`src/sv/rrq_pkg.sv`:
```
// Shared constants, codes and control/status types for the run queue.
package rrq_pkg;

  localparam int QUEUE_DEPTH_DEF = 16;
  localparam int ID_WIDTH_DEF    = 8;

  // Fixed field widths at the ports
  localparam int CMD_W = 2;
  localparam int ENT_W = 8;
  localparam int CNT_W = 5;
  localparam int ST_W  = 2;

  // Commands
  localparam logic [CMD_W-1:0] CMD_ADD    = 2'd0;
  localparam logic [CMD_W-1:0] CMD_REMOVE = 2'd1;
  localparam logic [CMD_W-1:0] CMD_PICK   = 2'd2;

  // Status codes
  localparam logic [ST_W-1:0] ST_OK      = 2'd0;
  localparam logic [ST_W-1:0] ST_FULL    = 2'd1;
  localparam logic [ST_W-1:0] ST_NOMATCH = 2'd2;

  // Read offset select (relative to the scan index)
  localparam logic [1:0] RD_IDX  = 2'd0;
  localparam logic [1:0] RD_IDX1 = 2'd1;
  localparam logic [1:0] RD_IDX2 = 2'd2;

  // Write select
  localparam logic [1:0] WR_TAIL_ID = 2'd0;  // tail <= latched id
  localparam logic [1:0] WR_TAIL_RD = 2'd1;  // tail <= read data
  localparam logic [1:0] WR_IDX_RD  = 2'd2;  // scan index <= read data

  typedef struct packed {
    logic             load;
    logic             rd_en;
    logic [1:0]       rd_sel;
    logic             idx_inc;
    logic             wr_en;
    logic [1:0]       wr_sel;
    logic             head_inc;
    logic             cnt_inc;
    logic             cnt_dec;
    logic             emit;
    logic [ST_W-1:0]  emit_status;
    logic             emit_pick;
  } ctl_t;

  typedef struct packed {
    logic [CMD_W-1:0] cmd;
    logic             empty;
    logic             full;
    logic             last;   // scan index is the last entry
    logic             last1;  // scan index + 1 is the last entry
    logic             match;  // read data equals latched id
  } stat_t;

endpackage

```
`src/sv/round_robin_run_queue_unit.sv`:
```
// Top level of the round-robin run queue: sequencer plus queue datapath.
//
//  channel   | ports                                      | handshake
//  ----------+--------------------------------------------+-------------------------------
//  command   | in_cmd, in_entity_id                       | taken when start && !busy
//  result    | out_picked_valid, out_picked_id,           | out_valid high for one cycle,
//            | out_queue_count, out_status                | receiver cannot hold it off
//
//  Add, an unused code and a pick or remove on an empty queue finish in S_EXEC;
//  pick then passes through S_PICK; remove scans entries in S_SCAN, then moves
//  each later entry down in S_SHIFT, one at a time since the queue memory has a
//  single read port. Busy stays high until the result, so one command at a time.
//  The result shows in the cycle busy drops, so a new item may be taken then.
//  Reset (rst_n low, synchronous) empties the queue; slot contents are not cleared.
//  No stalls on the result side; busy is the only back-pressure on commands.
module round_robin_run_queue_unit #(
  parameter int QUEUE_DEPTH = rrq_pkg::QUEUE_DEPTH_DEF,
  parameter int ID_WIDTH    = rrq_pkg::ID_WIDTH_DEF
) (
  input  logic                      clk,
  input  logic                      rst_n,
  input  logic                      start,
  output logic                      busy,
  input  logic [rrq_pkg::CMD_W-1:0] in_cmd,
  input  logic [rrq_pkg::ENT_W-1:0] in_entity_id,
  output logic                      out_valid,
  output logic                      out_picked_valid,
  output logic [rrq_pkg::ENT_W-1:0] out_picked_id,
  output logic [rrq_pkg::CNT_W-1:0] out_queue_count,
  output logic [rrq_pkg::ST_W-1:0]  out_status
);

  // Queue is circular: a pick just advances the head and copies the old head
  // item to the slot after the tail, which is the same slot when full.
  // Remove scans from the head and then pulls later items down one place.
  rrq_pkg::ctl_t  ctl;
  rrq_pkg::stat_t stat;

  rrq_ctrl u_ctrl (
    .clk   (clk),
    .rst_n (rst_n),
    .start (start),
    .stat  (stat),
    .ctl   (ctl),
    .busy  (busy)
  );

  rrq_dp #(
    .QUEUE_DEPTH (QUEUE_DEPTH),
    .ID_WIDTH    (ID_WIDTH)
  ) u_dp (
    .clk              (clk),
    .rst_n            (rst_n),
    .ctl              (ctl),
    .stat             (stat),
    .in_cmd           (in_cmd),
    .in_entity_id     (in_entity_id),
    .out_valid        (out_valid),
    .out_picked_valid (out_picked_valid),
    .out_picked_id    (out_picked_id),
    .out_queue_count  (out_queue_count),
    .out_status       (out_status)
  );

endmodule

```
`src/sv/rrq_ctrl.sv`:
```
// Sequencer for add, remove (scan and compact) and pick.
module rrq_ctrl (
  input  logic           clk,
  input  logic           rst_n,
  input  logic           start,
  input  rrq_pkg::stat_t stat,
  output rrq_pkg::ctl_t  ctl,
  output logic           busy
);

  typedef enum logic [4:0] {
    S_IDLE  = 5'b00001,
    S_EXEC  = 5'b00010,
    S_PICK  = 5'b00100,
    S_SCAN  = 5'b01000,
    S_SHIFT = 5'b10000
  } state_t;

  state_t state_r, state_nxt;

  assign busy = (state_r != S_IDLE);

  always_ff @(posedge clk) begin
    if (!rst_n) begin
      state_r <= S_IDLE;
    end else begin
      state_r <= state_nxt;
    end
  end

  always_comb begin
    state_nxt       = state_r;
    ctl             = '0;
    ctl.rd_sel      = rrq_pkg::RD_IDX;
    ctl.wr_sel      = rrq_pkg::WR_TAIL_ID;
    ctl.emit_status = rrq_pkg::ST_OK;
    unique case (state_r)
      S_IDLE: begin
        if (start) begin
          ctl.load  = 1'b1;
          state_nxt = S_EXEC;
        end
      end
      S_EXEC: begin
        state_nxt = S_IDLE;
        unique case (stat.cmd)
          rrq_pkg::CMD_ADD: begin
            ctl.emit = 1'b1;
            if (stat.full) begin
              ctl.emit_status = rrq_pkg::ST_FULL;
            end else begin
              ctl.wr_en   = 1'b1;
              ctl.wr_sel  = rrq_pkg::WR_TAIL_ID;
              ctl.cnt_inc = 1'b1;
            end
          end
          rrq_pkg::CMD_REMOVE: begin
            if (stat.empty) begin
              ctl.emit        = 1'b1;
              ctl.emit_status = rrq_pkg::ST_NOMATCH;
            end else begin
              ctl.rd_en = 1'b1;
              state_nxt = S_SCAN;
            end
          end
          rrq_pkg::CMD_PICK: begin
            if (stat.empty) begin
              ctl.emit = 1'b1;
            end else begin
              ctl.rd_en = 1'b1;
              state_nxt = S_PICK;
            end
          end
          default: begin
            ctl.emit = 1'b1;
          end
        endcase
      end
      S_PICK: begin
        ctl.wr_en     = 1'b1;
        ctl.wr_sel    = rrq_pkg::WR_TAIL_RD;
        ctl.head_inc  = 1'b1;
        ctl.emit      = 1'b1;
        ctl.emit_pick = 1'b1;
        state_nxt     = S_IDLE;
      end
      S_SCAN: begin
        if (stat.match) begin
          if (stat.last) begin
            ctl.cnt_dec = 1'b1;
            ctl.emit    = 1'b1;
            state_nxt   = S_IDLE;
          end else begin
            ctl.rd_en  = 1'b1;
            ctl.rd_sel = rrq_pkg::RD_IDX1;
            state_nxt  = S_SHIFT;
          end
        end else if (stat.last) begin
          ctl.emit        = 1'b1;
          ctl.emit_status = rrq_pkg::ST_NOMATCH;
          state_nxt       = S_IDLE;
        end else begin
          ctl.rd_en   = 1'b1;
          ctl.rd_sel  = rrq_pkg::RD_IDX1;
          ctl.idx_inc = 1'b1;
        end
      end
      S_SHIFT: begin
        // read data holds the entry after the scan index; pull it down
        ctl.wr_en  = 1'b1;
        ctl.wr_sel = rrq_pkg::WR_IDX_RD;
        if (stat.last1) begin
          ctl.cnt_dec = 1'b1;
          ctl.emit    = 1'b1;
          state_nxt   = S_IDLE;
        end else begin
          ctl.rd_en   = 1'b1;
          ctl.rd_sel  = rrq_pkg::RD_IDX2;
          ctl.idx_inc = 1'b1;
        end
      end
      default: begin
        state_nxt = S_IDLE;
      end
    endcase
  end

endmodule

```
`src/sv/rrq_dp.sv`:
```
// Queue storage (circular), pointers, scan index and result registers.
module rrq_dp #(
  parameter int QUEUE_DEPTH = rrq_pkg::QUEUE_DEPTH_DEF,
  parameter int ID_WIDTH    = rrq_pkg::ID_WIDTH_DEF
) (
  input  logic                      clk,
  input  logic                      rst_n,
  input  rrq_pkg::ctl_t             ctl,
  output rrq_pkg::stat_t            stat,
  input  logic [rrq_pkg::CMD_W-1:0] in_cmd,
  input  logic [rrq_pkg::ENT_W-1:0] in_entity_id,
  output logic                      out_valid,
  output logic                      out_picked_valid,
  output logic [rrq_pkg::ENT_W-1:0] out_picked_id,
  output logic [rrq_pkg::CNT_W-1:0] out_queue_count,
  output logic [rrq_pkg::ST_W-1:0]  out_status
);

  localparam int AW    = (QUEUE_DEPTH > 1) ? $clog2(QUEUE_DEPTH) : 1;
  localparam int CW    = $clog2(QUEUE_DEPTH + 1);
  localparam int SW    = CW + 2;
  localparam int ENT_W = rrq_pkg::ENT_W;
  localparam int CNT_W = rrq_pkg::CNT_W;
  localparam int CMD_W = rrq_pkg::CMD_W;
  localparam int ST_W  = rrq_pkg::ST_W;

  logic [ID_WIDTH-1:0] mem [QUEUE_DEPTH];

  logic [AW-1:0]       head_r;
  logic [CW-1:0]       count_r, count_nxt;
  logic [CW-1:0]       idx_r;
  logic [CMD_W-1:0]    cmd_r;
  logic [ID_WIDTH-1:0] id_r;
  logic [ID_WIDTH-1:0] rdata_r;

  logic [SW-1:0]       rd_off;
  logic [AW-1:0]       rd_addr, wr_addr;
  logic [ID_WIDTH-1:0] wr_data;
  logic [CW:0]         idx_p1, idx_p2;

  logic                out_valid_r, picked_valid_r;
  logic [ENT_W-1:0]    picked_id_r;
  logic [CNT_W-1:0]    queue_count_r;
  logic [ST_W-1:0]     status_r;

  // logical offset from head to physical slot, wrapping at the depth
  function automatic logic [AW-1:0] phys(input logic [AW-1:0] head, input logic [SW-1:0] off);
    logic [SW-1:0] sum;
    sum = SW'(head) + off;
    if (sum >= SW'(QUEUE_DEPTH)) begin
      sum = sum - SW'(QUEUE_DEPTH);
    end
    return sum[AW-1:0];
  endfunction

  always_comb begin
    case (ctl.rd_sel)
      rrq_pkg::RD_IDX:  rd_off = SW'(idx_r);
      rrq_pkg::RD_IDX1: rd_off = SW'(idx_r) + SW'(1);
      default:          rd_off = SW'(idx_r) + SW'(2);
    endcase
  end

  assign rd_addr = phys(head_r, rd_off);

  always_comb begin
    case (ctl.wr_sel)
      rrq_pkg::WR_TAIL_ID: begin
        wr_addr = phys(head_r, SW'(count_r));
        wr_data = id_r;
      end
      rrq_pkg::WR_TAIL_RD: begin
        wr_addr = phys(head_r, SW'(count_r));
        wr_data = rdata_r;
      end
      default: begin
        wr_addr = phys(head_r, SW'(idx_r));
        wr_data = rdata_r;
      end
    endcase
  end

  always_ff @(posedge clk) begin
    if (ctl.wr_en) begin
      mem[wr_addr] <= wr_data;
    end
    if (ctl.rd_en) begin
      rdata_r <= mem[rd_addr];
    end
  end

  always_comb begin
    count_nxt = count_r;
    if (ctl.cnt_inc) begin
      count_nxt = count_r + CW'(1);
    end else if (ctl.cnt_dec) begin
      count_nxt = count_r - CW'(1);
    end
  end

  assign idx_p1 = {1'b0, idx_r} + (CW+1)'(1);
  assign idx_p2 = {1'b0, idx_r} + (CW+1)'(2);

  assign stat.cmd   = cmd_r;
  assign stat.empty = (count_r == '0);
  assign stat.full  = (count_r == CW'(QUEUE_DEPTH));
  assign stat.last  = (idx_p1 == {1'b0, count_r});
  assign stat.last1 = (idx_p2 == {1'b0, count_r});
  assign stat.match = (rdata_r == id_r);

  always_ff @(posedge clk) begin
    if (!rst_n) begin
      head_r      <= '0;
      count_r     <= '0;
      idx_r       <= '0;
      out_valid_r <= 1'b0;
    end else begin
      count_r     <= count_nxt;
      out_valid_r <= ctl.emit;
      if (ctl.head_inc) begin
        head_r <= (head_r == AW'(QUEUE_DEPTH - 1)) ? '0 : head_r + AW'(1);
      end
      if (ctl.load) begin
        idx_r <= '0;
      end else if (ctl.idx_inc) begin
        idx_r <= idx_r + CW'(1);
      end
    end
  end

  always_ff @(posedge clk) begin
    if (ctl.load) begin
      cmd_r <= in_cmd;
      id_r  <= ID_WIDTH'(in_entity_id);
    end
    if (ctl.emit) begin
      picked_valid_r <= ctl.emit_pick;
      picked_id_r    <= ctl.emit_pick ? ENT_W'(rdata_r) : '0;
      queue_count_r  <= CNT_W'(count_nxt);
      status_r       <= ctl.emit_status;
    end
  end

  assign out_valid        = out_valid_r;
  assign out_picked_valid = picked_valid_r;
  assign out_picked_id    = picked_id_r;
  assign out_queue_count  = queue_count_r;
  assign out_status       = status_r;

endmodule

```
`config.mk`:
```
export PLATFORM = sky130hd
export DESIGN_NAME = round_robin_run_queue_unit
export DESIGN_NICKNAME = d
export VERILOG_FILES = /design/src/sv/rrq_pkg.sv /design/src/sv/round_robin_run_queue_unit.sv /design/src/sv/rrq_ctrl.sv /design/src/sv/rrq_dp.sv
export SDC_FILE = /design/constraint.sdc
export NUM_CORES = 1
export LEC_CHECK = 0
export BUFFER_PORTS_ARGS = -buffer_cell sky130_fd_sc_hd__buf_2
export CAP_MARGIN = 40
export CORE_MARGIN = 2
export CORE_UTILIZATION = 56
export DETAILED_ROUTE_END_ITERATION = 6
export HOLD_SLACK_MARGIN = 0.02
export MAX_ROUTING_LAYER = met4
export PLACE_DENSITY = 0.76
export SETUP_SLACK_MARGIN = 0.1
export SLEW_MARGIN = 10
export SYNTH_ARGS = -nofsm -noshare
export SYNTH_HDL_FRONTEND = slang
export SYNTH_SLANG_ARGS = --single-unit
```
`constraint.sdc`:
```
create_clock -name clk -period 3.79 [get_ports clk]
set_input_delay 0.1895 -clock clk [delete_from_list [all_inputs] [get_ports clk]]
set_output_delay 0.1895 -clock clk [all_outputs]
set_load 0.05 [all_outputs]
```
==> results of run 1 <==
## cell families (layout without fill, tap and decap cells)
| kind of cell | after synthesis | count (layout) | synth area share, % |
|---|---|---|---|
| flops | 182 | 182 | 65.3 |
| simple gates | 119 | 119 | 8.15 |
| mux | 70 | 70 | 13.8 |
| compound gates | 38 | 38 | 3.74 |
| xor+xnor | 37 | 37 | 4.44 |
| buf+inv | 31 | 122 | 1.89 |
| fa+ha+maj | 16 | 16 | 2.67 |
## path summary, 6_finish.rpt
kind | startpoint | endpoint | slack [ns] | depth (start not counted)
setup reg to reg | u_dp.idx_r[1] | u_dp.rdata_r[2] | 0.21 | 14
setup / recovery | u_dp.idx_r[1] | u_dp.rdata_r[2] | 0.21 | 14
hold reg to reg | u_dp.idx_r[1] | u_dp.idx_r[1] | 0.49 | 2
hold / removal | rst_n | u_ctrl.state_r[0] | 0.1 | 2
## per-layer routing
layer	up-vias	track usage, %
li1	2072	-
met1	2217	32.1
met2	140	34.8
met3	23	5.95
met4	0	5.90
met5	-	-
## area by class of cell
type / instances / share of cell area (%)
Clock buffer: 17 / 4.49
Clock inverter: 15 / 1.85
Timing Repair Buffer: 79 / 6.56
Sequential cell: 182 / 55.6
Tap cell: 180 / 2.38
Inverter: 11 / 0.436
Multi-Input combinational cell: 280 / 28.7
## worst reg2reg max path: stages (launching register included)
cell     delay [ns]
dfxtp_2        0.34
ha_2           0.37
xnor2_1        0.13
o211a_1        0.19
nand2_2        0.09
o21ai_2        0.15
buf_4          0.17
xnor2_1        0.13
ha_2           0.20
inv_1          0.06
fa_2           0.63
buf_12         0.19
mux4_2         0.36
mux2i_1        0.21
mux2i_1        0.10
## layout by cell type, fill, tap and decap left out, types with 2 or more instances in the layout
master | Yosys | layout
inv_6 | 0 | 3
edfxtp_1 | 162 | 162
nand3_1 | 10 | 9
nand3b_1 | 4 | 4
xor2_1 | 15 | 15
clkinvlp_4 | 0 | 2
dlygate4sd3_1 | 0 | 11
a31oi_1 | 2 | 2
a21o_1 | 2 | 2
nor4_1 | 9 | 9
nor2_1 | 25 | 25
dfxtp_1 | 20 | 18
nor3_1 | 7 | 6
mux2_2 | 10 | 10
nor2b_1 | 6 | 6
a21oi_2 | 0 | 2
buf_2 | 2 | 30
nand2_1 | 23 | 22
o21ai_2 | 0 | 2
ha_1 | 14 | 12
clkbuf_16 | 0 | 19
a221oi_1 | 2 | 2
a21oi_1 | 9 | 7
ha_2 | 0 | 2
and2_1 | 16 | 15
buf_12 | 0 | 3
mux2i_1 | 28 | 27
buf_4 | 1 | 32
inv_8 | 0 | 7
o21ai_0 | 6 | 4
xnor2_1 | 19 | 18
o211ai_1 | 2 | 2
inv_1 | 11 | 11
o221a_2 | 2 | 2
xnor2_2 | 2 | 3
a21boi_0 | 2 | 2
dfxtp_2 | 0 | 2
and3b_1 | 4 | 4
mux4_2 | 32 | 32
nand2b_1 | 3 | 2
## power by group through the flow
stage / sequential [mW] / clock [mW] / combinational (mW)
floorplan: 2.27 / 0 / 0.0579
global placement: 2.26 / 0 / 0.104
detailed placement: 2.25 / 0 / 0.110
CTS: 2.21 / 1.79 / 0.119
global route: 2.21 / 1.88 / 0.130
finish: 2.21 / 1.77 / 0.120
## flip-flops by register name (all words and copies together) (netlist names), 5 cells and up
register	cells
u_ctrl.state_r	5
u_dp.idx_r	5
u_dp.out_picked_id	8
u_dp.mem	128
u_dp.out_queue_count	5
u_dp.rdata_r	8
u_dp.count_r	5
u_dp.id_r	8
## per-stage QoR
stage,std cells,power [mW]
2_1_floorplan,493,2.33
3_3_place_gp,715,2.36
3_5_place_dp,715,2.36
4_1_cts,759,4.12
5_1_grt,764,4.22
6_report,764,4.10
## repair_timing
item / 4_1_cts / 5_1_grt
resized for setup: 1 / 16
gates cloned: 0 / 2
endpoints found under the hold margin: 11 / 0
setup endpoints to repair: 8 / 8
hold buffers: 11 / 0
pin swaps: 1 / 7
buffers inserted: 1 / 3
==> metrics.csv, run 1 <==
stage,metric,value,unit
sta,holdWs,0.0985,ns
worst_setup_path,path_cells,"ha_2, xnor2_1, o211a_1, nand2_2, o21ai_2, buf_4, xnor2_1, ha_2, inv_1, fa_2, buf_12, mux4_2, mux2i_1, mux2i_1",
worst_setup_path,cp_max_fo,16,
sta,maxSlewViolCount,0,
sta,worstMarginPinSlew,0.651,ns
synthesis,synth_top_area_cell,edfxtp_1,
route,drt-met1-wl,7.02,mm
die,pin_count,31,
synthesis,yosys-top-cells-count,"162 x edfxtp_1, 32 x mux4_2, 28 x mux2i_1",
cells_and_area,fin_util,67.7,%
power_and_ir_drop,seqPwrFrac,53.9,%
placement,dp_hpwl,10.7,mm
placement,place_ws,-0.111,ns
cells_and_area,postLayoutCellArea,0.00947,mm²
cts,clk_pin_slew_worst_paths,0.07,ns
power_and_ir_drop,power.switching,913,µW
route,dr_total_vias,4452,
worst_setup_path,cp_slowest_cell,fa_2,
route,wl_met3,1.09,mm
cts,htreeDepth,4,
cells_and_area,drive_above_1_share,29.1,%
flow_run,drv_cap,0,
global_routing,antenna_found_initial,0,
die,fp.dieH,124,µm
power_and_ir_drop,power_density,433,mW/mm²
route,wl_per_cell,21.2,µm
synthesis,yosys_warnings,0,
synthesis,synth_most_common_cell,edfxtp_1,
placement,placed_area,0.00861,mm²
die,start_util,57.6,%
die,die_area,0.0154,mm²
placement,gp_congestion,0.872,
global_routing,gr-usage-all-layers,23.1,%
cts,insertion_delay,0.43,ns
power_and_ir_drop,leakage,3.43,nW
power_and_ir_drop,clkPwrFrac,43.1,%
synthesis,avgSynthCellArea,16.4,µm²
cells_and_area,nFillCells,906,
synthesis,synth-seq-cells,182,
power_and_ir_drop,irDropWorstVdd,0.000364,V
cells_and_area,n_antenna_cell,0,
synthesis,syn_nets,522,
global_routing,overflow,0,
route,postRouteAntennaNets,0,
worst_setup_path,end_kind,register,
synthesis,ys.flop_type,edfxtp_1,
synthesis,async_flop_share,0,%
die,fp.coreArea,0.0140,mm²
sta,finalCritPeriodShare,94.4,%
global_routing,grt_max_degree,33,
sta,clock_skew,0.00873,ns
cts,cts.sinks,182,
route,routed_via_density,5.83,
synthesis,yosysTopAreaCellShare,60.3,%
sta,fmax,280,MHz
synthesis,ys_seq_area_share,65.3,%
route,drt-pass1-iter-count,5,
power_and_ir_drop,swShare,22.3,%
hold_path,hold_path.class,input port to register,
sta,period_needed,3.58,ns
route,drt_iter0_markers,401,
worst_setup_path,cpPeakStageDelay,0.63,ns
cts,cts_buffers,17,
cells_and_area,multi_input_area,0.00272,mm²
worst_setup_path,critPathLaunchType,register,
worst_setup_path,worstPathArrival,3.75,ns
cells_and_area,seq_area,0.00527,mm²
die,die_w,124,µm
cells_and_area,syn_to_final_growth,17.5,%
die,num_rows,43,
synthesis,ys_top_cells_by_area,"edfxtp_1 60%, mux4_2 8.9%, dfxtp_1 5.0%, mux2i_1 3.5%, ha_1 2.2%",
cts,cts-root-buf,clkbuf_16,
cells_and_area,layout.nets,600,
worst_setup_path,critical_path_class,register to register,
synthesis,yosys.cell_types.count,58,
worst_setup_path,path_buf_inv,3,
sta,rsz0062_at_grt,no,
sta,finalSetupViolations,0,
placement,io_buffers,30,
route,dr_wl_met2,7.86,mm
route,highest_layer,met4,
cts,cts_tree,built,
cts,clock_path_buffers,2,
run_status,status,"complete, no violations",
synthesis,synth_cells,493,
sta,slew_headroom,56.6,%
synthesis,syn-cell-area,0.00806,mm²
worst_setup_path,critPathTopFamily,adder cells,
route,drc,0,
sta,tns,0,ns
sta,final_hold_viol_count,0,
global_routing,grt_pass1_wl,24.9,mm
power_and_ir_drop,internal_power,3.19,mW
global_routing,grt_pass1_vias,4417,
route,totalWireLength,16.2,mm
worst_setup_path,required,3.96,ns
power_and_ir_drop,combPwrFrac,2.9,%
synthesis,synth_edf_count,162,
sta,layout_setup_ws,0.212,ns
No activity file was read; power rests on OpenSTA's default activity.
==> run 2, diff against run 1 <==
- CORE_ASPECT_RATIO: not set -> 1.4
- SLEW_MARGIN: 10 -> not set
==> metrics.csv, run 2 (synthesis gave the netlist of run 1 again) <==
stage,metric,value,unit
run_status,status,"complete, no violations",
cells_and_area,n_antenna_cell,0,
worst_setup_path,end_kind,register,
cts,cts_buffers,17,
hold_path,hp-start,start,
cts,cts-root-buf,clkbuf_16,
sta,finalSetupViolations,0,
global_routing,grt_pass1_wl,25.0,mm
sta,fmax,278,MHz
hold_path,hold_path.class,input port to register,
route,routed_via_density,5.77,
sta,period_needed,3.60,ns
die,fp.coreArea,0.0140,mm²
worst_setup_path,reg2reg_depth,14,
worst_setup_path,r2r-start,u_dp.idx_r[0],
die,num_rows,51,
hold_path,hold_end,u_ctrl.state_r[0],
power_and_ir_drop,internal_power,3.16,mW
placement,place_ws,-0.156,ns
worst_setup_path,critical_path_class,register to register,
flow_run,drv_cap,0,
global_routing,antenna_found_initial,0,
route,postRouteAntennaNets,0,
worst_setup_path,path_cells,"ha_2, xnor2_1, o211a_1, nand2_1, o21ai_2, buf_4, xnor2_1, ha_2, inv_1, fa_2, buf_12, mux4_2, mux2i_2, mux2i_1",
worst_setup_path,cp_max_fo,16,
sta,final_hold_viol_count,0,
global_routing,overflow,0,
worst_setup_path,rr_endpoint,u_dp.rdata_r[2],
global_routing,grt_max_degree,33,
cts,cts_tree,built,
die,die_area,0.0154,mm²
power_and_ir_drop,power.switching,862,µW
power_and_ir_drop,clkPwrFrac,42.0,%
power_and_ir_drop,irDropWorstVdd,0.000326,V
route,drt_iter0_markers,276,
cells_and_area,layout_commonest_cell,edfxtp_1,
worst_setup_path,reg2reg_slack,0.19,ns
sta,maxSlewViolCount,0,
cells_and_area,layout.nets,604,
route,wl_per_cell,20.9,µm
route,drt-pass1-iter-count,4,
die,fp.dieH,146,µm
sta,slew_headroom,56.9,%
cts,clk_pin_slew_worst_paths,0.07,ns
worst_setup_path,cpPeakStageDelay,0.63,ns
power_and_ir_drop,leakage,3.43,nW
cells_and_area,syn_to_final_growth,17.6,%
worst_setup_path,critPathLaunchType,register,
cts,clock_path_buffers,2,
cells_and_area,fin_util,67.9,%
sta,clock_skew,0.0134,ns
cells_and_area,final_cell_mix,"162 x edfxtp_1, 35 x buf_4, 32 x mux4_2",
worst_setup_path,cp_slowest_cell,fa_2,
cells_and_area,largest_register_ffs,128,
power_and_ir_drop,combPwrFrac,3.0,%
worst_setup_path,critPathTopFamily,adder cells,
power_and_ir_drop,seqPwrFrac,55.0,%
sta,layout_setup_ws,0.194,ns
global_routing,gr-usage-all-layers,22.5,%
route,drc,0,
placement,dp_hpwl,11.1,mm
die,pin_count,31,
sta,finalCritPeriodShare,94.9,%
worst_setup_path,cp.depth,14,
cts,cts.sinks,182,
worst_setup_path,worstPathArrival,3.76,ns
cells_and_area,top_register,u_dp.mem,
worst_setup_path,required,3.96,ns
hold_path,hold_depth,2,
power_and_ir_drop,swShare,21.4,%
sta,rsz0062_at_grt,no,
route,dr_total_vias,4459,
die,die_w,105,µm
placement,gp_congestion,0.871,
power_and_ir_drop,power_density,424,mW/mm²
cells_and_area,nFillCells,881,
sta,worstMarginPinSlew,0.647,ns
route,totalWireLength,16.2,mm
sta,tns,0,ns
cts,htreeDepth,4,
cts,insertion_delay,0.43,ns
die,start_util,57.7,%
worst_setup_path,path_buf_inv,3,
cells_and_area,drive_above_1_share,29.6,%
placement,io_buffers,30,
global_routing,grt_pass1_vias,4608,
==> run 2: layout make-up <==
class | count | area, µm² | share of cell area [%]
clock buffer | 17 | 425 | 4.49
clock inverter | 15 | 149 | 1.57
inverter | 11 | 41.3 | 0.435
multi-input combinational | 280 | 2700 | 28.5
sequential | 182 | 5270 | 55.6
tap | 185 | 231 | 2.44
timing repair buffer | 83 | 666 | 7.02
==> run 2: power groups by stage <==
stage / Combinational [mW] / Sequential (mW) / Clock [mW]
after floorplan: 0.0579 / 2.27 / 0
after global placement: 0.108 / 2.26 / 0
after detailed placement: 0.112 / 2.26 / 0
after CTS: 0.121 / 2.21 / 1.72
after global routing: 0.131 / 2.21 / 1.80
final: 0.121 / 2.21 / 1.69
==> run 2: metal layers <==
layer,up-vias,wire length (µm),global-route usage (%),part of all wire (%)
met5,-,0,-,0
met4,0,410,10.2,2.5
met3,27,540,4.08,3.3
met2,104,8950,38.9,55
met1,2258,6260,25.2,39
li1,2070,-,-,-
==> run 2: stage by stage <==
step	cell area, µm²	hold WS [ns]	instances	power [mW]
after floorplan	8080	0.288	493	2.33
after global placement	8640	0.369	723	2.36
after detailed placement	8640	0.368	723	2.37
after CTS	9350	0.0313	767	4.05
after global routing	9480	0.0451	773	4.14
final	9480	0.0521	773	4.02
==> run 2: worst max-delay path by stage <==
stage / startpoint / end / slack [ns]
floorplan: u_dp.idx_r[1] / u_dp.rdata_r[5] / 0.11
finish: u_dp.idx_r[0] / u_dp.rdata_r[2] / 0.19
global route: u_dp.idx_r[0] / u_dp.rdata_r[2] / 0.07
detailed placement: u_dp.idx_r[1] / u_dp.rdata_r[2] / -0.16
CTS: u_dp.idx_r[1] / u_dp.rdata_r[2] / 0.10
global placement: u_dp.idx_r[1] / u_dp.rdata_r[3] / 0.13
==> run 2: timing repair <==
action                                  CTS  global route
resized for setup                         2            15
hold endpoints to repair                 10             0
gates cloned                              0             2
pin swaps                                 1             5
hold buffers                             10             0
endpoints found under the setup margin    8             8
setup buffers                             2             4
==> run 3, diff against run 2 <==
- CELL_PAD_IN_SITES_DETAIL_PLACEMENT: not set -> 2
- CELL_PAD_IN_SITES_GLOBAL_PLACEMENT: not set -> 2
- CORE_UTILIZATION: 56 -> 42
- MAX_ROUTING_LAYER: met4 -> not set
==> metrics.csv, run 3 (synthesis gave the netlist of run 1 again) <==
stage,metric,value,unit
run_status,status,"complete, no violations",
route,postRouteAntennaNets,0,
cts,insertion_delay,0.45,ns
global_routing,antenna_found_initial,1,
sta,maxSlewViolCount,0,
global_routing,grt_max_degree,33,
sta,clock_skew,0.0133,ns
route,totalWireLength,23.4,mm
cells_and_area,layout_commonest_cell,edfxtp_1,
global_routing,grt_pass1_wl,34.0,mm
cells_and_area,fin_util,52.0,%
worst_setup_path,worstPathArrival,3.92,ns
sta,tns,0,ns
placement,placed_cells,791,
power_and_ir_drop,leakage,3.52,nW
route,dr_total_vias,4726,
global_routing,grt_use_met1,25.7,%
sta,final_hold_viol_count,0,
cells_and_area,top_register,u_dp.mem,
cells_and_area,stdcell_count,849,
route,routed_via_density,5.57,
hold_path,hold_path.class,input port to register,
placement,placed_area,0.00875,mm²
cells_and_area,largest_register_ffs,128,
sta,period_needed,3.74,ns
sta,worstMarginPinSlew,0.707,ns
cells_and_area,final_cell_mix,"162 x edfxtp_1, 45 x buf_4, 32 x mux4_2",
die,fp.coreArea,0.0190,mm²
hold_path,hp-start,rst_n,
cts,cts_buffers,17,
worst_setup_path,cp_max_fo,8,
route,drt_iter0_markers,293,
route,drc,0,
worst_setup_path,rr_endpoint,u_dp.rdata_r[1],
die,die_w,121,µm
power_and_ir_drop,irDropWorstVdd,0.000434,V
worst_setup_path,reg2reg_slack,0.05,ns
worst_setup_path,end_kind,register,
cells_and_area,syn_to_final_growth,22.5,%
die,die_area,0.0203,mm²
worst_setup_path,r2r-start,u_dp.idx_r[1],
sta,slew_headroom,52.8,%
cells_and_area,drive_above_1_share,33.8,%
global_routing,met3_usage,3.29,%
placement,io_buffers,30,
cts,clk_pin_slew_worst_paths,0.08,ns
cts,cts-root-buf,clkbuf_16,
global_routing,grt_pass1_vias,5390,
cts,cts.sinks,182,
global_routing,gr-usage-met2,43.3,%
placement,dp_hpwl,14.9,mm
route,wl_per_cell,27.6,µm
die,num_rows,60,
die,fp.dieH,168,µm
die,pin_count,31,
route,drt-pass1-iter-count,4,
worst_setup_path,required,3.98,ns
sta,finalCritPeriodShare,98.6,%
cts,cts_tree,built,
power_and_ir_drop,power_density,423,mW/mm²
cts,htreeDepth,4,
cells_and_area,layout.nets,616,
die,start_util,42.5,%
sta,fmax,268,MHz
global_routing,overflow,0,
worst_setup_path,reg2reg_depth,15,
hold_path,hold_end,u_ctrl.state_r[0],
cells_and_area,postLayoutCellArea,0.00987,mm²
global_routing,grt_busiest_layer,met2,
worst_setup_path,critPathLaunchType,register,
power_and_ir_drop,power,4.18,mW
flow_run,drv_cap,0,
global_routing,gr-usage-all-layers,23.4,%
sta,finalSetupViolations,0,
sta,rsz0062_at_grt,yes,
worst_setup_path,critical_path_class,register to register,
hold_path,hold_depth,2,
cts,clock_path_buffers,2,
placement,gp_congestion,0.814,
[run 3: cell types whose count changed in the layout (fill, tap and decap cells not counted), moves of 3 or more]
cell      change
buf_4        +10
clkinv_8      +3
inv_12        +3
mux2i_1       -4
mux2i_4       +3
xnor2_1       -3
xor2_1        -3
[run 3: cell type report]
type | instances | area [µm²]
fill | 1674 | 9120
sequential | 182 | 5270
multi-input combinational | 280 | 2850
timing repair buffer | 95 | 778
clock buffer | 17 | 425
tap | 248 | 310
clock inverter | 15 | 193
inverter | 11 | 41.3
antenna | 1 | 2.50
[run 3: worst max-delay path by stage]
stage / cells past startpoint / slack (ns) / end / start
after floorplan: 17 / 0.11 / u_dp.rdata_r[5] / u_dp.idx_r[1]
after global routing: 15 / -0.09 / u_dp.rdata_r[1] / u_dp.idx_r[1]
after CTS: 16 / 0.10 / u_dp.rdata_r[2] / u_dp.idx_r[1]
after global placement: 15 / 0.05 / u_dp.rdata_r[1] / u_dp.idx_r[1]
final: 15 / 0.05 / u_dp.rdata_r[1] / u_dp.idx_r[1]
after detailed placement: 15 / -0.37 / u_dp.rdata_r[2] / u_dp.idx_r[1]
[run 3: timing repair]
action	4_1_cts	5_1_grt
hold buffers	11	0
endpoints found under the hold margin	11	0
setup buffers	6	5
pin swaps	5	13
resized for setup	11	34
gates cloned	2	1
endpoints found under the setup margin	8	26
[run 3: critical path, stage by stage, from the launching register on]
cell and delay, ns:
dfxtp_4 0.38, ha_4 0.18, xor2_1 0.16, o211ai_1 0.32, a21oi_2 0.12, o21ai_2 0.18, buf_6 0.16, xnor2_2 0.11
ha_2 0.22, inv_2 0.04, fa_2 0.63, buf_12 0.14, clkbuf_16 0.16, mux4_2 0.31, mux2i_1 0.22, mux2i_1 0.13
[run 3: layer usage]
metal	share of wire [%]	wire (µm)
met4	4.1	952
met3	2.1	500
met1	37	8630
met2	57	13300
met5	0	0
[run 3: through the flow]
step / setup slack [ns] / hold WS, ns
2_1_floorplan: 0.113 / 0.288
3_3_place_gp: 0.0467 / 0.368
3_5_place_dp: -0.367 / 0.370
4_1_cts: 0.103 / 0.0997
5_1_grt: -0.0903 / 0.134
6_report: 0.0536 / 0.105
[run 3: report_power, final]
group	internal [mW]	total (mW)	switching, mW
sequential	2.20	2.21	0.0114
combinational	0.0374	0.131	0.0931
clock	0.909	1.83	0.925
